### src/sv/skvt_pkg.sv
package skvt_pkg;

	localparam int DEF_CAPACITY   = 64;
	localparam int DEF_KEY_BITS   = 32;
	localparam int DEF_VALUE_BITS = 32;

	// Fixed widths of the stream fields.
	localparam int MODE_W     = 3;
	localparam int FIELD_W    = 32;
	localparam int RANK_W     = 6;
	localparam int COUNT_W    = 7;
	localparam int IN_DATA_W  = 72;
	localparam int OUT_DATA_W = 72;

	typedef enum logic [MODE_W-1:0] {
		MODE_INSERT    = 3'd0,
		MODE_UPDATE    = 3'd1,
		MODE_UPSERT    = 3'd2,
		MODE_ERASE     = 3'd3,
		MODE_GET_KEY   = 3'd4,
		MODE_GET_RANK  = 3'd5,
		MODE_CONTAINS  = 3'd6
	} mode_t;

	typedef enum logic {
		ST_IDLE,
		ST_APPLY
	} ctrl_state_t;

	// Command broadcast from the controller to every cell of the row.
	typedef struct packed {
		logic capture;  // compare the new request against the stored entry
		logic by_rank;  // select by position rather than by key
		logic apply;    // commit the request decided in the compare cycle
		logic ins;      // open a slot and shift the upper entries up
		logic ers;      // close the slot and shift the upper entries down
		logic upd;      // overwrite the value of the matching entry
	} cell_cmd_t;

endpackage

### src/sv/skvt_cell.sv
module skvt_cell #(
	parameter int KEY_BITS   = 32,
	parameter int VALUE_BITS = 32,
	parameter int CW         = 7,
	parameter int INDEX      = 0
) (
	input  logic                      clk,
	input  logic                      arst_n,
	input  skvt_pkg::cell_cmd_t       cmd,
	input  logic [CW-1:0]             count,
	input  logic [KEY_BITS-1:0]       req_key,
	input  logic [VALUE_BITS-1:0]     req_value,
	input  logic [skvt_pkg::RANK_W-1:0] req_rank,
	input  logic                      left_lt,
	input  logic [KEY_BITS-1:0]       left_key,
	input  logic [VALUE_BITS-1:0]     left_value,
	input  logic [KEY_BITS-1:0]       right_key,
	input  logic [VALUE_BITS-1:0]     right_value,
	output logic [KEY_BITS-1:0]       key_q,
	output logic [VALUE_BITS-1:0]     value_q,
	output logic                      lt_s1,
	output logic                      eq_s1,
	output logic                      hit_s1
);
	import skvt_pkg::*;

	localparam int MW = (CW > RANK_W) ? CW : RANK_W;

	logic in_range;
	logic eq_now;
	logic rank_now;

	// Only slots below the entry count hold live entries.
	assign in_range = CW'(INDEX) < count;
	assign eq_now   = in_range && (key_q == req_key);
	assign rank_now = in_range && (MW'(INDEX) == MW'(req_rank));

	always_ff @(posedge clk or negedge arst_n) begin
		if (!arst_n) begin
			lt_s1  <= 1'b0;
			eq_s1  <= 1'b0;
			hit_s1 <= 1'b0;
		end else if (cmd.capture) begin
			lt_s1  <= in_range && (key_q < req_key);
			eq_s1  <= eq_now;
			hit_s1 <= cmd.by_rank ? rank_now : eq_now;
		end
	end

	// The live entries form a sorted prefix, so the less-than flags form a
	// prefix too: the slot of the request is the first cell whose flag is low.
	always_ff @(posedge clk) begin
		if (cmd.apply) begin
			if (cmd.ins) begin
				if (!left_lt) begin
					key_q   <= left_key;
					value_q <= left_value;
				end else if (!lt_s1) begin
					key_q   <= req_key;
					value_q <= req_value;
				end
			end else if (cmd.ers) begin
				if (!lt_s1) begin
					key_q   <= right_key;
					value_q <= right_value;
				end
			end else if (cmd.upd && eq_s1) begin
				value_q <= req_value;
			end
		end
	end

endmodule

### config.mk
export PLATFORM = sky130hd
export DESIGN_NAME = skvt_cell
export DESIGN_NICKNAME = d
export VERILOG_FILES = /design/src/sv/skvt_pkg.sv /design/src/sv/skvt_cell.sv
export SDC_FILE = /design/constraint.sdc
export NUM_CORES = 1
export LEC_CHECK = 0
export ABC_AREA = 1
export BUFFER_PORTS_ARGS = -buffer_cell sky130_fd_sc_hd__buf_2
export CAP_MARGIN = 25
export CORE_AREA = 2 2 147 77
export DETAILED_ROUTE_END_ITERATION = 8
export DIE_AREA = 0 0 149 79
export GPL_TIMING_DRIVEN = 1
export PLACE_DENSITY = 0.86
export SYNTH_ARGS = -nofsm -noshare
export SYNTH_HDL_FRONTEND = slang
export SYNTH_SLANG_ARGS = --single-unit
### constraint.sdc
create_clock -name clk -period 3.93 [get_ports clk]
set_clock_uncertainty 0.05 [all_clocks]
set_input_delay 0.393 -clock clk [delete_from_list [all_inputs] [get_ports clk]]
set_output_delay 0.393 -clock clk [all_outputs]
set_load 0.05 [all_outputs]
Word level (Yosys, flattened, before mapping)
Cells that the tools add are included.
Widths: inputs -> output; s select.
{"block": "classes", "magnitude_cmp": 2, "n_eq_ne": 5, "muxes": 12, "reduce_logical": 9}
{"operator": "$mux 32", "count": 11}
{"operator": "$eq 32x32->1", "count": 1}
{"operator": "$lt 32x32->1", "count": 1}
{"operator": "$reduce_and 4->1", "count": 2}
{"operator": "$lt 1x7->1 const A", "count": 1}
{"operator": "$logic_not 6->1", "count": 1}
{"operator": "$ne 3x3->1 const B", "count": 2}
{"operator": "$logic_and 1x1->1", "count": 4}
{"operator": "$ne 2x2->1 const B", "count": 2}
{"operator": "$reduce_bool 3->1", "count": 1}
{"operator": "$reduce_bool 2->1", "count": 1}
{"operator": "$mux 1", "count": 1}
{"block": "totals", "reg_bits": 67, "input_bits": 214}

Longest topological paths before layout
{"block": "logic_depth", "ltp_word": 4, "mapped_depth": 14, "mapped_depth_nobuf": 14}

Worst setup path after synthesis
OpenSTA, ideal clock, no wires.
{"block": "synth_timing", "kind": "reg2reg", "start": "register eq_s1", "end": "register value_q[0] (enable)", "setup_time_ns": 0.466, "t_arrival_ns": 3.052, "t_required_ns": 3.414, "path_slack_ns": 0.362, "stages_incl_launch_ff": 3, "path_buffers": 0, "period_less_slack_ns": 3.568, "path_cell_list": "dfrtp_1 -> nand3_1 -> o21ai_0"}
{"block": "synth_between", "elab_chain_len": 3}
{"item": "from (decl)", "line": "skvt_cell.sv:22", "rtl": "output logic eq_s1,"}
{"item": "from (signal assigned)", "line": "skvt_cell.sv:45", "rtl": "eq_s1 <= eq_now;"}
{"item": "$logic_and 1x1->1", "line": "skvt_cell.sv:67", "rtl": "end else if (cmd.upd && eq_s1) begin"}
{"item": "$reduce_bool 3->1 (no source line)"}
{"item": "$reduce_and 4->1 (no source line)"}
{"item": "to (signal assigned)", "line": "skvt_cell.sv:60", "rtl": "value_q <= req_value;"}
{"item": "to (signal assigned)", "line": "skvt_cell.sv:65", "rtl": "value_q <= right_value;"}
{"item": "to (signal assigned)", "line": "skvt_cell.sv:68", "rtl": "value_q <= req_value;"}
{"item": "to (decl)", "line": "skvt_cell.sv:20", "rtl": "output logic [VALUE_BITS-1:0] value_q,"}
No other way between the ends.
A chain may end at the register's enable or synchronous reset.

Final worst setup path
{"block": "layout_timing", "start": "input cmd[1] (netlist bit)", "end": "register key_q[29] (enable)"}
{"block": "layout_between", "elab_chain_len": 2}
{"item": "from (decl)", "line": "skvt_cell.sv:9", "rtl": "input skvt_pkg::cell_cmd_t cmd,"}
{"item": "$reduce_bool 2->1 (no source line)"}
{"item": "$reduce_and 4->1 (no source line)"}
{"item": "to (signal assigned)", "line": "skvt_cell.sv:56", "rtl": "key_q <= left_key;"}
{"item": "to (signal assigned)", "line": "skvt_cell.sv:59", "rtl": "key_q <= req_key;"}
{"item": "to (signal assigned)", "line": "skvt_cell.sv:64", "rtl": "key_q <= right_key;"}
{"item": "to (decl)", "line": "skvt_cell.sv:19", "rtl": "output logic [KEY_BITS-1:0] key_q,"}
No other way between the ends.

==> results by group <==
Yosys
  – Post-Synthesis Cells: 570
  – Post-synthesis xor/xnor area fraction: 0
  – Syn avg cell area: 7.94 um^2
  – Post-synthesis mux area share: 0
  – Asr flop ratio synth: 0.0448
  – Most frequent cell after synthesis: nand2_1
  – Synth unique cells: 23
  – Mapped cell area: 4530 um^2
  – Register area share after synthesis: 0.441
  – Post-synthesis simple-gate area fraction: 0.210
  – Yosys reg bits: 67
  – Top cell type's share of synthesized area: 0.425
  – Post-synthesis compound-gate area fraction: 0.184
  – Yosys warning count: 0
  – Syn_nets: 816
  – Ys flop type: edfxtp_1
  – Post-synth top area cell: edfxtp_1
  – Post-synth EDFFs: 64
  – Adder-Cell Fraction of Synth Area: 0.0885
  – Commonest cells in the netlist: nand2_1 (111), nor2_1 (85), edfxtp_1 (64)
  – Largest family of logic cells by synthesized area: simple AND/OR/NAND/NOR gates
  – Largest cells by area after synthesis: edfxtp_1 (42%), nand2_1 (9.2%), ha_1 (8.8%)

Setup path
  – CP Launch Type: input pin
  – Worst setup EP type: flip-flop
  – R2R cell count: 7
  – Worst flop-to-flop path startpoint: key_q[31]
  – Crit path kind: in -> reg
  – CP required: 3.85 ns
  – FF-to-FF End: eq_s1
  – Worst Path Arrival: 2.02 ns
  – FF-to-FF setup slack: 2.16 ns
  – CP Max Fanout: 33

STA
  – Period utilization: 0.534
  – Unrepaired setup endpoints after global routing: false
  – Period minus WS final: between 2 and 2.5 ns
  – Max Clk Rate: 476 MHz
  – Final Hold Fails: 0
  – Worst-Margin Slew: 0.684 ns
  – Slew Limit Fails: 0
  – Total negative setup slack: 0 ns
  – Final setup viols: 0
  – Final setup margin: around 1.8 ns
  – Slew Limit Headroom: 0.544

Floorplan
  – Die width: 149 um
  – DIE HEIGHT: 79 um
  – Initial Util: 0.427
  – Ports: between 200 and 300
  – Core footprint: 10600 um^2
  – Row cnt: 27
  – Die ar.: 11800 um^2

Finish
  – Finished Cell Area: 6340 um^2
  – Antenna cell count: 0
  – Area growth, synth to finish: 40.2%
  – Nets: 1081
  – Layout cells sized above 1: 0.364

Power and ir drop
  – Sw frac: 0.324
  – VDD IR max: 220 uV
  – Internal power: 1.56 mW
  – Clock power frac: 0.345
  – Leak pwr: 3.07 nW
  – Pwr Density: between 300 and 400 nW/um^2
  – Sw power: 0.745 mW
  – Combinational share of power: 0.273
  – Sequential Power Share: 0.382

Worst hold path
  – Worst Hold Launch: right_key[2]
  – WHS Endpoint: key_q[2]
  – Hold path depth: 3
  – Min-Delay Path Class: in -> reg

Drt
  – Initial DRT Pass Iterations: 5
  – Detailed Route WL: ~15000 um
  – Routed vias: 5022
  – Detailed Route Iter0 Violations: between 200 and 300
  – Post-route ant nets: 0
  – Vias/cell: 5.10
  – # DRC: 0
  – Wire length per cell: about 15 um

Clock tree
  – Cts hold-fix bufs: 1
  – Longest Clk Path Bufs: 2
  – PostCTS Resize Cnt: 0
  – Num Clock Sinks: 67
  – CTS Buf Count: 9
  – CTS tree: done
  – H-tree level count: 3
  – Post-CTS setup buffers: 0
  – Clock Tree Root: clkbuf_16
  – Clock-pin slew on the worst setup and hold paths: 0.06 ns
  – Skew-Pair Late Insertion Delay: between 0.3 and 0.4 ns

Place
  – Placement Setup Slack: approximately 1.3 ns
  – # port buffers: 280
  – Gpl congestion: between 0.8 and 0.9
  – Hpwl dp: 11200 um
  – DP Area: around 6000 um^2

GRT
  – Vias in the first global route: 4565
  – First-pass GRT wire length: 22200 um
  – Global Route Usage Sum: 0.245
  – Antenna violations before repair: 1
  – Grt ovf: 0
  – Pin count of the biggest net entering global routing: 66

Flow run
  – Max cap viols: 0

Status
  – Status: completed
[flip-flops by register name, indices dropped and copies added, names as in the netlist]
signal and cells:
value_q 32, lt_s1 1, key_q 32, hit_s1 1
eq_s1 1
[final cells by class]
| class | instances | area [um^2] |
|---|---|---|
| clock buffers | 10 | 229 |
| clock inverters | 6 | 65.1 |
| fillers | 981 | 4260 |
| inverters | 50 | 188 |
| multi-input cells | 419 | 2190 |
| flip-flops and latches | 67 | 2000 |
| well taps | 145 | 181 |
| repair buffers | 288 | 1490 |
[layer usage]
| layer | up-vias | share of wire | global-route usage | wire, um |
|---|---|---|---|---|
| li1 | 2490 | - | - | - |
| met1 | 2253 | 0.42 | 0.318 | 6270 |
| met2 | 264 | 0.47 | 0.423 | 6900 |
| met3 | 15 | 0.099 | 0.0557 | 1460 |
| met4 | 0 | 0.010 | 0.0543 | 154 |
| met5 | - | 0 | 0 | 0 |
[worst max-delay path: stages]
cell,delay [ns]
buf_2,0.50
nor2_2,0.05
buf_4,0.27
inv_1,0.15
nand3_1,0.15
inv_1,0.08
buf_4,0.40
[worst max-delay path by stage]
stage | cells past startpoint | endpoint | startpoint | slack (ns)
after floorplan | 2 | value_q[0] | eq_s1 | 0.36
after global placement | 5 | value_q[3] | cmd[1] | 1.32
after detailed placement | 5 | value_q[10] | cmd[1] | 1.27
after CTS | 5 | value_q[31] | cmd[1] | 1.62
after global routing | 7 | key_q[21] | cmd[1] | 1.69
final | 7 | key_q[29] | cmd[1] | 1.83
[logic make-up after synthesis]
logic type | after synthesis
buffers and inverters | 84
AOI/OAI and AO/OA | 149
adders and majority gates | 32
DFF | 67
and+or+nand+nor | 238
[per-stage QoR]
stage / total power, mW / hold slack, ns / instances / utilization
after CTS: 2.32 / 0.289 / 984 / 0.596
after global routing: 2.41 / 0.312 / 985 / 0.598
final: 2.30 / 0.301 / 985 / 0.598
after detailed placement: 1.52 / 0.145 / 967 / 0.567
after global placement: 1.50 / 0.142 / 966 / 0.566
after floorplan: 1.29 / 0.0474 / 570 / -
[cells in the final DEF (no fill, tap or decap), types with 2 or more instances in the layout]
master,count
inv_2,2
o21ai_0,41
inv_1,48
nand2_1,111
ha_1,32
nor2_1,85
clkbuf_16,9
a21oi_1,13
buf_12,2
buf_4,5
nand4_1,2
o21ai_1,59
dfrtp_1,3
o211ai_1,32
buf_2,280
nand3_1,38
edfxtp_1,64
clkinv_2,2
[power groups by stage]
stage | combinational [mW] | sequential (mW) | clock [mW]
after global routing | 0.687 | 0.884 | 0.843
after global placement | 0.611 | 0.892 | 0
after floorplan | 0.217 | 1.07 | 0
final | 0.628 | 0.879 | 0.796
after CTS | 0.627 | 0.880 | 0.813
after detailed placement | 0.624 | 0.895 | 0
Note: power is estimated with default switching activity, not from simulation.
